**src/sv/sha256_message_hasher_unit_macros.svh**
```systemverilog
// assertion helpers shared by the hasher modules
// all of them sample on clk_i and stay quiet while rst_ni is low
`ifndef SHA256_MESSAGE_HASHER_UNIT_MACROS_SVH
`define SHA256_MESSAGE_HASHER_UNIT_MACROS_SVH

// same-cycle implication
`define SHA256MH_ASSERT_IMP(lbl, ante, cons, msg) \
  lbl: assert property (@(posedge clk_i) disable iff (!rst_ni) (ante) |-> (cons)) \
    else $error(msg);

// next-cycle implication
`define SHA256MH_ASSERT_NXT(lbl, ante, cons, msg) \
  lbl: assert property (@(posedge clk_i) disable iff (!rst_ni) (ante) |=> (cons)) \
    else $error(msg);

`endif

```
**src/sv/sha256mh_pkg.sv**
```systemverilog
package sha256mh_pkg;

  typedef logic [31:0] word_t;
  typedef logic [7:0][31:0] hash_t;

  // command bundle from the sequencer to the compression core
  typedef struct packed {
    logic       push;   // shift one byte into the block window
    logic [7:0] data;
    logic       start;  // begin the 64 rounds on the window
    logic       init;   // load the initial hash value
  } core_cmd_t;

  localparam int unsigned ROUNDS = 64;
  localparam logic [5:0] LAST_ROUND = 6'(ROUNDS - 1);
  localparam logic [5:0] FILL_LAST = 6'd63;
  localparam logic [5:0] LEN_START = 6'd56;
  localparam logic [7:0] PAD_MARK = 8'h80;

  // initial hash value, word 0 in the lowest slot
  localparam hash_t HASH_IV = {
    32'h5be0cd19, 32'h1f83d9ab, 32'h9b05688c, 32'h510e527f,
    32'ha54ff53a, 32'h3c6ef372, 32'hbb67ae85, 32'h6a09e667
  };

  // round constants
  localparam word_t K_TAB [ROUNDS] = '{
    32'h428a2f98, 32'h71374491, 32'hb5c0fbcf, 32'he9b5dba5,
    32'h3956c25b, 32'h59f111f1, 32'h923f82a4, 32'hab1c5ed5,
    32'hd807aa98, 32'h12835b01, 32'h243185be, 32'h550c7dc3,
    32'h72be5d74, 32'h80deb1fe, 32'h9bdc06a7, 32'hc19bf174,
    32'he49b69c1, 32'hefbe4786, 32'h0fc19dc6, 32'h240ca1cc,
    32'h2de92c6f, 32'h4a7484aa, 32'h5cb0a9dc, 32'h76f988da,
    32'h983e5152, 32'ha831c66d, 32'hb00327c8, 32'hbf597fc7,
    32'hc6e00bf3, 32'hd5a79147, 32'h06ca6351, 32'h14292967,
    32'h27b70a85, 32'h2e1b2138, 32'h4d2c6dfc, 32'h53380d13,
    32'h650a7354, 32'h766a0abb, 32'h81c2c92e, 32'h92722c85,
    32'ha2bfe8a1, 32'ha81a664b, 32'hc24b8b70, 32'hc76c51a3,
    32'hd192e819, 32'hd6990624, 32'hf40e3585, 32'h106aa070,
    32'h19a4c116, 32'h1e376c08, 32'h2748774c, 32'h34b0bcb5,
    32'h391c0cb3, 32'h4ed8aa4a, 32'h5b9cca4f, 32'h682e6ff3,
    32'h748f82ee, 32'h78a5636f, 32'h84c87814, 32'h8cc70208,
    32'h90befffa, 32'ha4506ceb, 32'hbef9a3f7, 32'hc67178f2
  };

  function automatic word_t ror(input word_t x, input int unsigned n);
    ror = (x >> n) | (x << (32 - n));
  endfunction

  function automatic word_t bsig0(input word_t x);
    bsig0 = ror(x, 2) ^ ror(x, 13) ^ ror(x, 22);
  endfunction

  function automatic word_t bsig1(input word_t x);
    bsig1 = ror(x, 6) ^ ror(x, 11) ^ ror(x, 25);
  endfunction

  function automatic word_t ssig0(input word_t x);
    ssig0 = ror(x, 7) ^ ror(x, 18) ^ (x >> 3);
  endfunction

  function automatic word_t ssig1(input word_t x);
    ssig1 = ror(x, 17) ^ ror(x, 19) ^ (x >> 10);
  endfunction

  function automatic word_t choose(input word_t e, input word_t f, input word_t g);
    choose = (e & f) ^ (~e & g);
  endfunction

  function automatic word_t majority(input word_t a, input word_t b, input word_t c);
    majority = (a & b) ^ (a & c) ^ (b & c);
  endfunction

endpackage

```
**src/sv/sha256_message_hasher_unit.sv**
```systemverilog
// sha-256 over a byte stream, one byte beat per cycle while filling a block
// a 64th byte stalls input through 64 rounds in the shared round unit and then the fold
// message end: pad bytes at one per cycle to each block end, 9 to 64 of them in the block
// that takes the length and 1 to 8 in a block before it, with a compression after each
// padded block, then eight digest beats, word 0 first
// reset (async, active low) loads the initial hash and clears fill and length counts
`include "sha256_message_hasher_unit_macros.svh"

module sha256_message_hasher_unit import sha256mh_pkg::*; (
  input  logic        clk_i,
  input  logic        rst_ni,
  input  logic        s_axis_tvalid,
  output logic        s_axis_tready,
  input  logic [7:0]  s_axis_tdata,   // msg_byte
  input  logic        s_axis_tuser,   // byte_present
  input  logic        s_axis_tlast,   // end_of_message
  output logic        m_axis_tvalid,
  input  logic        m_axis_tready,
  output logic [31:0] m_axis_tdata,   // digest_word
  output logic [2:0]  m_axis_tuser,   // word_index
  output logic        m_axis_tlast    // last_word
);

  typedef enum logic [3:0] {
    S_IDLE = 4'b0001,
    S_PAD  = 4'b0010,
    S_COMP = 4'b0100,
    S_OUT  = 4'b1000
  } top_state_e;

  top_state_e  state_q, state_d;
  logic [5:0]  fill_q, fill_d;
  logic [60:0] count_q, count_d;
  logic        pad_q, pad_d;
  logic        first_q, first_d;
  logic        final_q, final_d;
  logic [2:0]  idx_q, idx_d;
  logic        in_acc, out_acc;
  logic [63:0] bit_len;
  logic [7:0]  len_byte, pad_byte;
  core_cmd_t   cmd;
  logic        core_done;
  hash_t       hash;

  sha256mh_core u_core (
    .clk_i  (clk_i),
    .rst_ni (rst_ni),
    .cmd_i  (cmd),
    .done_o (core_done),
    .hash_o (hash)
  );

  assign s_axis_tready = (state_q == S_IDLE);
  assign m_axis_tvalid = (state_q == S_OUT);
  assign in_acc        = s_axis_tvalid && s_axis_tready;
  assign out_acc       = m_axis_tvalid && m_axis_tready;
  assign m_axis_tdata  = hash[idx_q];
  assign m_axis_tuser  = idx_q;
  assign m_axis_tlast  = (idx_q == 3'd7);

  // padding byte: marker, zeros, then big-endian bit length in the tail
  always_comb begin
    bit_len  = {count_q, 3'b000};
    len_byte = bit_len[{~fill_q[2:0], 3'b000} +: 8];
    if (first_q) begin
      pad_byte = PAD_MARK;
    end else if (final_q && fill_q >= LEN_START) begin
      pad_byte = len_byte;
    end else begin
      pad_byte = 8'h00;
    end
  end

  // message sequencer
  always_comb begin
    state_d = state_q;
    fill_d  = fill_q;
    count_d = count_q;
    pad_d   = pad_q;
    first_d = first_q;
    final_d = final_q;
    idx_d   = idx_q;
    cmd     = '0;
    unique case (state_q)
      S_IDLE: begin
        if (in_acc) begin
          if (s_axis_tuser) begin
            cmd.push = 1'b1;
            cmd.data = s_axis_tdata;
            fill_d   = fill_q + 6'd1;
            count_d  = count_q + 61'd1;
          end
          if (s_axis_tlast) begin
            pad_d   = 1'b1;
            first_d = 1'b1;
            state_d = S_PAD;
          end
          if (s_axis_tuser && fill_q == FILL_LAST) begin
            cmd.start = 1'b1;
            state_d   = S_COMP;
          end
        end
      end
      S_PAD: begin
        cmd.push = 1'b1;
        cmd.data = pad_byte;
        fill_d   = fill_q + 6'd1;
        first_d  = 1'b0;
        if (first_q) begin
          final_d = (fill_q < LEN_START);
        end
        if (fill_q == FILL_LAST) begin
          cmd.start = 1'b1;
          state_d   = S_COMP;
        end
      end
      S_COMP: begin
        if (core_done) begin
          if (!pad_q) begin
            state_d = S_IDLE;
          end else if (first_q) begin
            state_d = S_PAD;
          end else if (final_q) begin
            state_d = S_OUT;
          end else begin
            final_d = 1'b1;
            state_d = S_PAD;
          end
        end
      end
      S_OUT: begin
        if (out_acc) begin
          idx_d = idx_q + 3'd1;
          if (idx_q == 3'd7) begin
            cmd.init = 1'b1;
            fill_d   = '0;
            count_d  = '0;
            pad_d    = 1'b0;
            final_d  = 1'b0;
            state_d  = S_IDLE;
          end
        end
      end
      default: begin
        state_d = S_IDLE;
      end
    endcase
  end

  always_ff @(posedge clk_i or negedge rst_ni) begin
    if (!rst_ni) begin
      state_q <= S_IDLE;
      fill_q  <= '0;
      count_q <= '0;
      pad_q   <= 1'b0;
      first_q <= 1'b0;
      final_q <= 1'b0;
      idx_q   <= '0;
    end else begin
      state_q <= state_d;
      fill_q  <= fill_d;
      count_q <= count_d;
      pad_q   <= pad_d;
      first_q <= first_d;
      final_q <= final_d;
      idx_q   <= idx_d;
    end
  end

  `SHA256MH_ASSERT_IMP(a_one_side, 1'b1, !(s_axis_tready && m_axis_tvalid),
                       "input and output open together")
  `SHA256MH_ASSERT_IMP(a_done_in_comp, core_done, state_q == S_COMP,
                       "compression finished outside wait state")
  `SHA256MH_ASSERT_IMP(a_out_aligned, state_q == S_OUT, fill_q == 6'd0 && pad_q,
                       "digest beats with partial block")
  `SHA256MH_ASSERT_NXT(a_restart, out_acc && m_axis_tlast,
                       state_q == S_IDLE && count_q == 61'd0, "no restart after digest")

endmodule

```
**src/sv/sha256mh_core.sv**
```systemverilog
`include "sha256_message_hasher_unit_macros.svh"

module sha256mh_core import sha256mh_pkg::*; (
  input  logic      clk_i,
  input  logic      rst_ni,
  input  core_cmd_t cmd_i,
  output logic      done_o,
  output hash_t     hash_o
);

  typedef enum logic [2:0] {
    C_IDLE  = 3'b001,
    C_ROUND = 3'b010,
    C_ADD   = 3'b100
  } core_state_e;

  core_state_e state_q, state_d;
  logic [5:0]  rnd_q, rnd_d;
  hash_t       hash_q, hash_d;
  hash_t       v_q, v_d;
  word_t       w_q [16];
  word_t       w_d [16];
  word_t       t1, t2, w_new;

  // round datapath and schedule expansion over the sliding window
  always_comb begin
    w_new = w_q[0] + ssig0(w_q[1]) + w_q[9] + ssig1(w_q[14]);
    t1 = v_q[7] + bsig1(v_q[4]) + choose(v_q[4], v_q[5], v_q[6]) + K_TAB[rnd_q] + w_q[0];
    t2 = bsig0(v_q[0]) + majority(v_q[0], v_q[1], v_q[2]);
  end

  // sequencer: load, 64 rounds, then fold into the hash
  always_comb begin
    state_d = state_q;
    rnd_d   = rnd_q;
    hash_d  = hash_q;
    v_d     = v_q;
    w_d     = w_q;
    unique case (state_q)
      C_IDLE: begin
        if (cmd_i.push) begin
          for (int i = 0; i < 15; i++) begin
            w_d[i] = {w_q[i][23:0], w_q[i+1][31:24]};
          end
          w_d[15] = {w_q[15][23:0], cmd_i.data};
        end
        if (cmd_i.init) begin
          hash_d = HASH_IV;
        end
        if (cmd_i.start) begin
          state_d = C_ROUND;
          rnd_d   = '0;
          v_d     = hash_q;
        end
      end
      C_ROUND: begin
        v_d[7] = v_q[6];
        v_d[6] = v_q[5];
        v_d[5] = v_q[4];
        v_d[4] = v_q[3] + t1;
        v_d[3] = v_q[2];
        v_d[2] = v_q[1];
        v_d[1] = v_q[0];
        v_d[0] = t1 + t2;
        for (int i = 0; i < 15; i++) begin
          w_d[i] = w_q[i+1];
        end
        w_d[15] = w_new;
        rnd_d   = rnd_q + 6'd1;
        if (rnd_q == LAST_ROUND) begin
          state_d = C_ADD;
        end
      end
      C_ADD: begin
        for (int i = 0; i < 8; i++) begin
          hash_d[i] = hash_q[i] + v_q[i];
        end
        state_d = C_IDLE;
      end
      default: begin
        state_d = C_IDLE;
      end
    endcase
  end

  // control and chaining value
  always_ff @(posedge clk_i or negedge rst_ni) begin
    if (!rst_ni) begin
      state_q <= C_IDLE;
      rnd_q   <= '0;
      hash_q  <= HASH_IV;
    end else begin
      state_q <= state_d;
      rnd_q   <= rnd_d;
      hash_q  <= hash_d;
    end
  end

  // working variables and block window
  always_ff @(posedge clk_i) begin
    v_q <= v_d;
    w_q <= w_d;
  end

  assign done_o = (state_q == C_ADD);
  assign hash_o = hash_q;

  `SHA256MH_ASSERT_IMP(a_start_idle, cmd_i.start, state_q == C_IDLE, "start while busy")
  `SHA256MH_ASSERT_IMP(a_load_idle, cmd_i.push || cmd_i.init, state_q == C_IDLE,
                       "window or hash touched during rounds")
  `SHA256MH_ASSERT_NXT(a_last_round, state_q == C_ROUND && rnd_q == LAST_ROUND,
                       state_q == C_ADD, "round count overrun")

endmodule
```
**config.mk**
```make
export PLATFORM = sky130hd
export DESIGN_NAME = sha256_message_hasher_unit
export DESIGN_NICKNAME = d
export VERILOG_FILES = /design/src/sv/sha256mh_pkg.sv /design/src/sv/sha256_message_hasher_unit.sv /design/src/sv/sha256mh_core.sv
export VERILOG_INCLUDE_DIRS = /design/src /design/src/sv
export SDC_FILE = /design/constraint.sdc
export NUM_CORES = 2
export LEC_CHECK = 0
export ABC_CLOCK_PERIOD_IN_PS = 39900
export BUFFER_PORTS_ARGS = -buffer_cell sky130_fd_sc_hd__buf_2
export CORE_ASPECT_RATIO = 0.6
export CORE_UTILIZATION = 35
export CTS_CLUSTER_DIAMETER = 50
export CTS_CLUSTER_SIZE = 28
export DETAILED_ROUTE_END_ITERATION = 16
export SYNTH_ARGS = -nofsm -noshare
export SYNTH_HDL_FRONTEND = slang
export SYNTH_SLANG_ARGS = --single-unit
```
**constraint.sdc**
```tcl
create_clock -name clk_i -period 39.9 [get_ports clk_i]
set_clock_uncertainty 0.05 [all_clocks]
set_input_delay 3.99 -clock clk_i [delete_from_list [all_inputs] [get_ports clk_i]]
set_output_delay 3.99 -clock clk_i [all_outputs]
set_load 0.02 [all_outputs]
```
==> results_tabular.tex <==
\begin{tabular}{lr}
\hline
Metric & Value \\
\hline
\multicolumn{2}{l}{\textbf{STA}} \\
\quad Actual transition at the worst max-transition pin & 1.38 ns \\
\quad Final Hold Violating Endpoints & 0 \\
\quad Final clock period utilization by the worst path & 0.288 \\
\quad Setup Total Neg Slack & 0 ns \\
\quad Setup repair after global routing missed its margin & no \\
\quad Number of pins with negative max-slew slack in the final report & 0 \\
\quad Final setup fails & 0 \\
\quad Maximum clock frequency & 87.1 MHz \\
\quad Tmin final & about 11 ns \\
\quad Worst hold-check slack & 0.460 ns \\
\quad Slew HR & 0.0683 \\
\multicolumn{2}{l}{\textbf{Cells and area}} \\
\quad Post-route non-filler standard cell count & around 11000 \\
\quad Area taken by flip-flops and latches & between 0.03 and 0.04 mm2 \\
\quad Area of the multi-input gates & 0.0409 mm2 \\
\quad Total number of nets in the final design & around 8600 \\
\quad Post-route cell area & 0.0825 mm2 \\
\quad Fill cell total of the finished layout & roughly 21000 \\
\quad Post-synthesis to final-layout area growth & 9.47\% \\
\quad Share of cells above drive strength 1 & 0.0848 \\
\multicolumn{2}{l}{\textbf{Critical path}} \\
\quad Worst r2r path cells & 37 \\
\quad Worst setup path category & flip-flop to flip-flop \\
\quad R2R setup slack & 28.42 ns \\
\quad Required time worst endpoint & between 40 and 50 ns \\
\quad Crit path largest cell delay & about 0.84 ns \\
\quad Cell type of the slowest stage on the worst timing path & a222oi\_1 \\
\quad Kind of end point of the critical path & flip-flop \\
\quad Dominant cell type by count on the critical path & fa\_1 \\
\quad Kind of start point of the critical path & flip-flop \\
\quad Worst-path fanout max & 20 \\
\quad Startpoint of the most critical register-to-register path & u\_core.rnd\_q[1]\$\_DFFE\_PN0P\_ \\
\quad Critical register-to-register path endpoint & u\_core.v\_q[31]\$\_DFFE\_PP\_ \\
\quad Endpoint arrival time on the critical path & approximately 12 ns \\
\multicolumn{2}{l}{\textbf{Global routing}} \\
\quad GR Overflow Total & 0 \\
\quad Global-route wire length before repair & between 300 and 400 mm \\
\quad Vias in the first global route & about 56000 \\
\quad Antenna violations before repair & 5 \\
\quad Gr usage total & 0.236 \\
\quad Largest net degree at the start of global routing & $\sim$180 \\
\multicolumn{2}{l}{\textbf{Clock network}} \\
\quad \# hold bufs at CTS & 0 \\
\quad CTS tree & done \\
\quad Clock-pin slew reported for the worst setup and hold paths after clock tree synthesis & roughly 0.09 ns \\
\quad CTS Sinks & 1110 \\
\quad Number of resized instances in the post-cts repair step & 0 \\
\quad Clock buffers created by TritonCTS & $\sim$110 \\
\quad Clock latency reported for the late side of the worst-skew pair & 0.79 ns \\
\quad Number of H-tree branching levels & 3 \\
\quad Root Buffer & clkbuf\_16 \\
\quad Number of buffers on the longest clock path & 3 \\
\quad Number of buffers added for setup after CTS & 0 \\
\multicolumn{2}{l}{\textbf{Yosys}} \\
\quad Number of distinct standard cells referenced by the synthesized netlist & about 100 \\
\quad Post-synthesis average cell area & 9.25 um2 \\
\quad Yosys warning total & 0 \\
\quad Proportion of synthesized chip area in sequential cells & 0.422 \\
\quad Area share of the largest cell type after synthesis & 0.306 \\
\quad List of most frequent post-synthesis cells & nand2\_1, edfxtp\_1, a21oi\_1 \\
\quad Summed instance area of the synthesized netlist & around 0.075 mm2 \\
\quad Seq cells post-synth & 1110 \\
\quad Most frequent cell after synthesis & nand2\_1 \\
\quad Most used DFF post-synth & edfxtp\_1 \\
\quad Share of synthesized registers carrying an async set or reset & 0.308 \\
\quad Number of synthesized flops with an enable pin & around 770 \\
\quad Dominant cell type by area after synthesis & edfxtp\_1 \\
\quad Mapped Nets & about 8700 \\
\quad Cell types with the largest area share after synthesis & edfxtp\_1, nand2\_1, dfrtp\_1 \\
\quad Mapped Cells & between 8000 and 9000 \\
\multicolumn{2}{l}{\textbf{Drt}} \\
\quad Drt total wl & 263 mm \\
\quad Vias after detailed routing & roughly 61000 \\
\quad Routed vias/inst & 5.57 \\
\quad Remaining routing DRC violations & 0 \\
\quad Iter 0 DRT Violations & 7494 \\
\quad Initial DRT Pass Iterations & 6 \\
\quad Remaining antenna violation count after routing & 0 \\
\quad Final routed wire length divided by cell count & 24.1 um \\
\multicolumn{2}{l}{\textbf{Placement}} \\
\quad Count of input and output buffers & 51 \\
\quad Cell total after placement & about 11000 \\
\quad Routability-driven placement congestion ratio & slightly below 1 \\
\quad Placement-stage cell area & between 0.07 and 0.08 mm2 \\
\quad Placed wire-length estimate after detailed placement & roughly 200 mm \\
\multicolumn{2}{l}{\textbf{Die}} \\
\quad Die outline width & 601 um \\
\quad Io pins & 52 \\
\quad Die area & approximately 0.22 mm2 \\
\quad Floorplan Core Area & 0.213 mm2 \\
\quad Vertical die dimension & between 300 and 400 um \\
\quad Placement row count & approximately 130 \\
\quad Initial Utilization & 0.353 \\
\multicolumn{2}{l}{\textbf{Worst hold path}} \\
\quad Capture endpoint of the worst hold path & u\_core.w\_q[53]\$\_DFFE\_PP\_ \\
\quad Number of cells on the worst hold path & 2 \\
\quad Hold Crit Start & u\_core.w\_q[21]\$\_DFFE\_PP\_ \\
\quad Hold Crit Class & flip-flop to flip-flop \\
\multicolumn{2}{l}{\textbf{Power and ir drop}} \\
\quad Peak supply drop & between 0.00007 and 0.00008 V \\
\quad Leakage power total & $\sim$35 nW \\
\quad Ratio of total power to cell area & approximately 54 mW/mm2 \\
\quad Tot Pwr & roughly 4.5 mW \\
\multicolumn{2}{l}{\textbf{Run status}} \\
\quad Result of the run & complete, no violations \\
\multicolumn{2}{l}{\textbf{Run}} \\
\quad Max-cap violations & 0 \\
\hline
\end{tabular}
==> critical path, delay by kind of cell (launching register included) <==
| kind | cells | cell delay [ns] |
|---|---|---|
| buf+inv | 3 | 0.87 |
| compound gates | 18 | 5.08 |
| xor+xnor | 2 | 0.40 |
| flops | 1 | 0.33 |
| fa+ha+maj | 8 | 3.54 |
| simple gates | 6 | 0.99 |
==> cells in the final DEF, fill, tap and decap left out, types with 49 or more instances in the layout <==
cell type,Yosys,layout
nand2_1,2454,2453
edfxtp_1,768,768
a21oi_1,476,475
nor2_1,409,408
o21ai_0,400,399
ha_1,396,396
xnor2_1,389,389
inv_1,262,259
xor2_1,231,231
dfrtp_1,204,197
fa_1,195,195
a21o_1,182,182
dfstp_2,138,138
nand3_1,108,108
clkbuf_16,0,108
buf_4,0,95
mux4_2,88,88
nor3_1,78,78
a31oi_1,63,63
nand2b_1,62,61
o21a_1,54,54
buf_2,0,50
o21bai_1,49,49
==> state kept, by name, summed over array words and instances (netlist names) <==
name	flops
u_core.state_q	3
pad_q	1
count_q	61
u_core.hash_o	256
u_core.v_q	256
state_q	4
u_core.rnd_q	6
fill_q	6
m_axis_tuser	3
first_q	1
final_q	1
u_core.w_q	512
==> layer usage <==
layer / vias to the layer above / track usage / part of all wire
met5: - / 0.00439 / 0.0011
met4: 6 / 0.0336 / 0.013
met3: 217 / 0.0747 / 0.12
met2: 2825 / 0.279 / 0.35
met1: 30000 / 0.400 / 0.51
li1: 27700 / - / -
==> how the worst max path moves through the flow <==
stage | start | to | slack (ns) | cells past startpoint
floorplan | s_axis_tvalid | u_core.rnd_q[1]$_DFFE_PN0P_ | 11.58 | 7
global placement | u_core.rnd_q[1]$_DFFE_PN0P_ | u_core.v_q[31]$_DFFE_PP_ | 28.86 | 38
detailed placement | u_core.rnd_q[1]$_DFFE_PN0P_ | u_core.v_q[31]$_DFFE_PP_ | 28.87 | 38
CTS | u_core.rnd_q[1]$_DFFE_PN0P_ | u_core.v_q[31]$_DFFE_PP_ | 28.89 | 38
global route | u_core.rnd_q[1]$_DFFE_PN0P_ | u_core.v_q[31]$_DFFE_PP_ | 28.29 | 37
finish | u_core.rnd_q[1]$_DFFE_PN0P_ | u_core.v_q[31]$_DFFE_PP_ | 28.42 | 37
==> cell families after synthesis <==
family | synth area share
simple gates | 0.182
compound gates | 0.128
flops | 0.422
buf+inv | 0.0355
xor+xnor | 0.0724
fa+ha+maj | 0.121
mux | 0.0387
==> stage by stage <==
step	utilization	setup slack, ns
2_1_floorplan	-	11.58
3_3_place_gp	0.367	28.86
3_5_place_dp	0.367	28.87
4_1_cts	0.387	28.89
5_1_grt	0.387	28.29
6_report	0.387	28.42
==> report_power, final <==
part | switching (mW) | total [mW] | internal [mW] | leakage, nW
registers | 0.153 | 1.65 | 1.50 | 10.4
clock network | 0.581 | 1.19 | 0.606 | 1.97
logic | 1.04 | 1.65 | 0.610 | 22.3
total | 1.77 | 4.48 | 2.71 | 34.7
==> final cells by class <==
type	count	share of cell area
repair buffers	149	0.0126
clock inverters	97	0.0169
inverters	264	0.0121
flip-flops and latches	1110	0.386
well taps	2859	0.0434
multi-input cells	6321	0.496
clock buffers	109	0.0329
diodes	1	0.0000303
(Power assumes the default switching activity.)
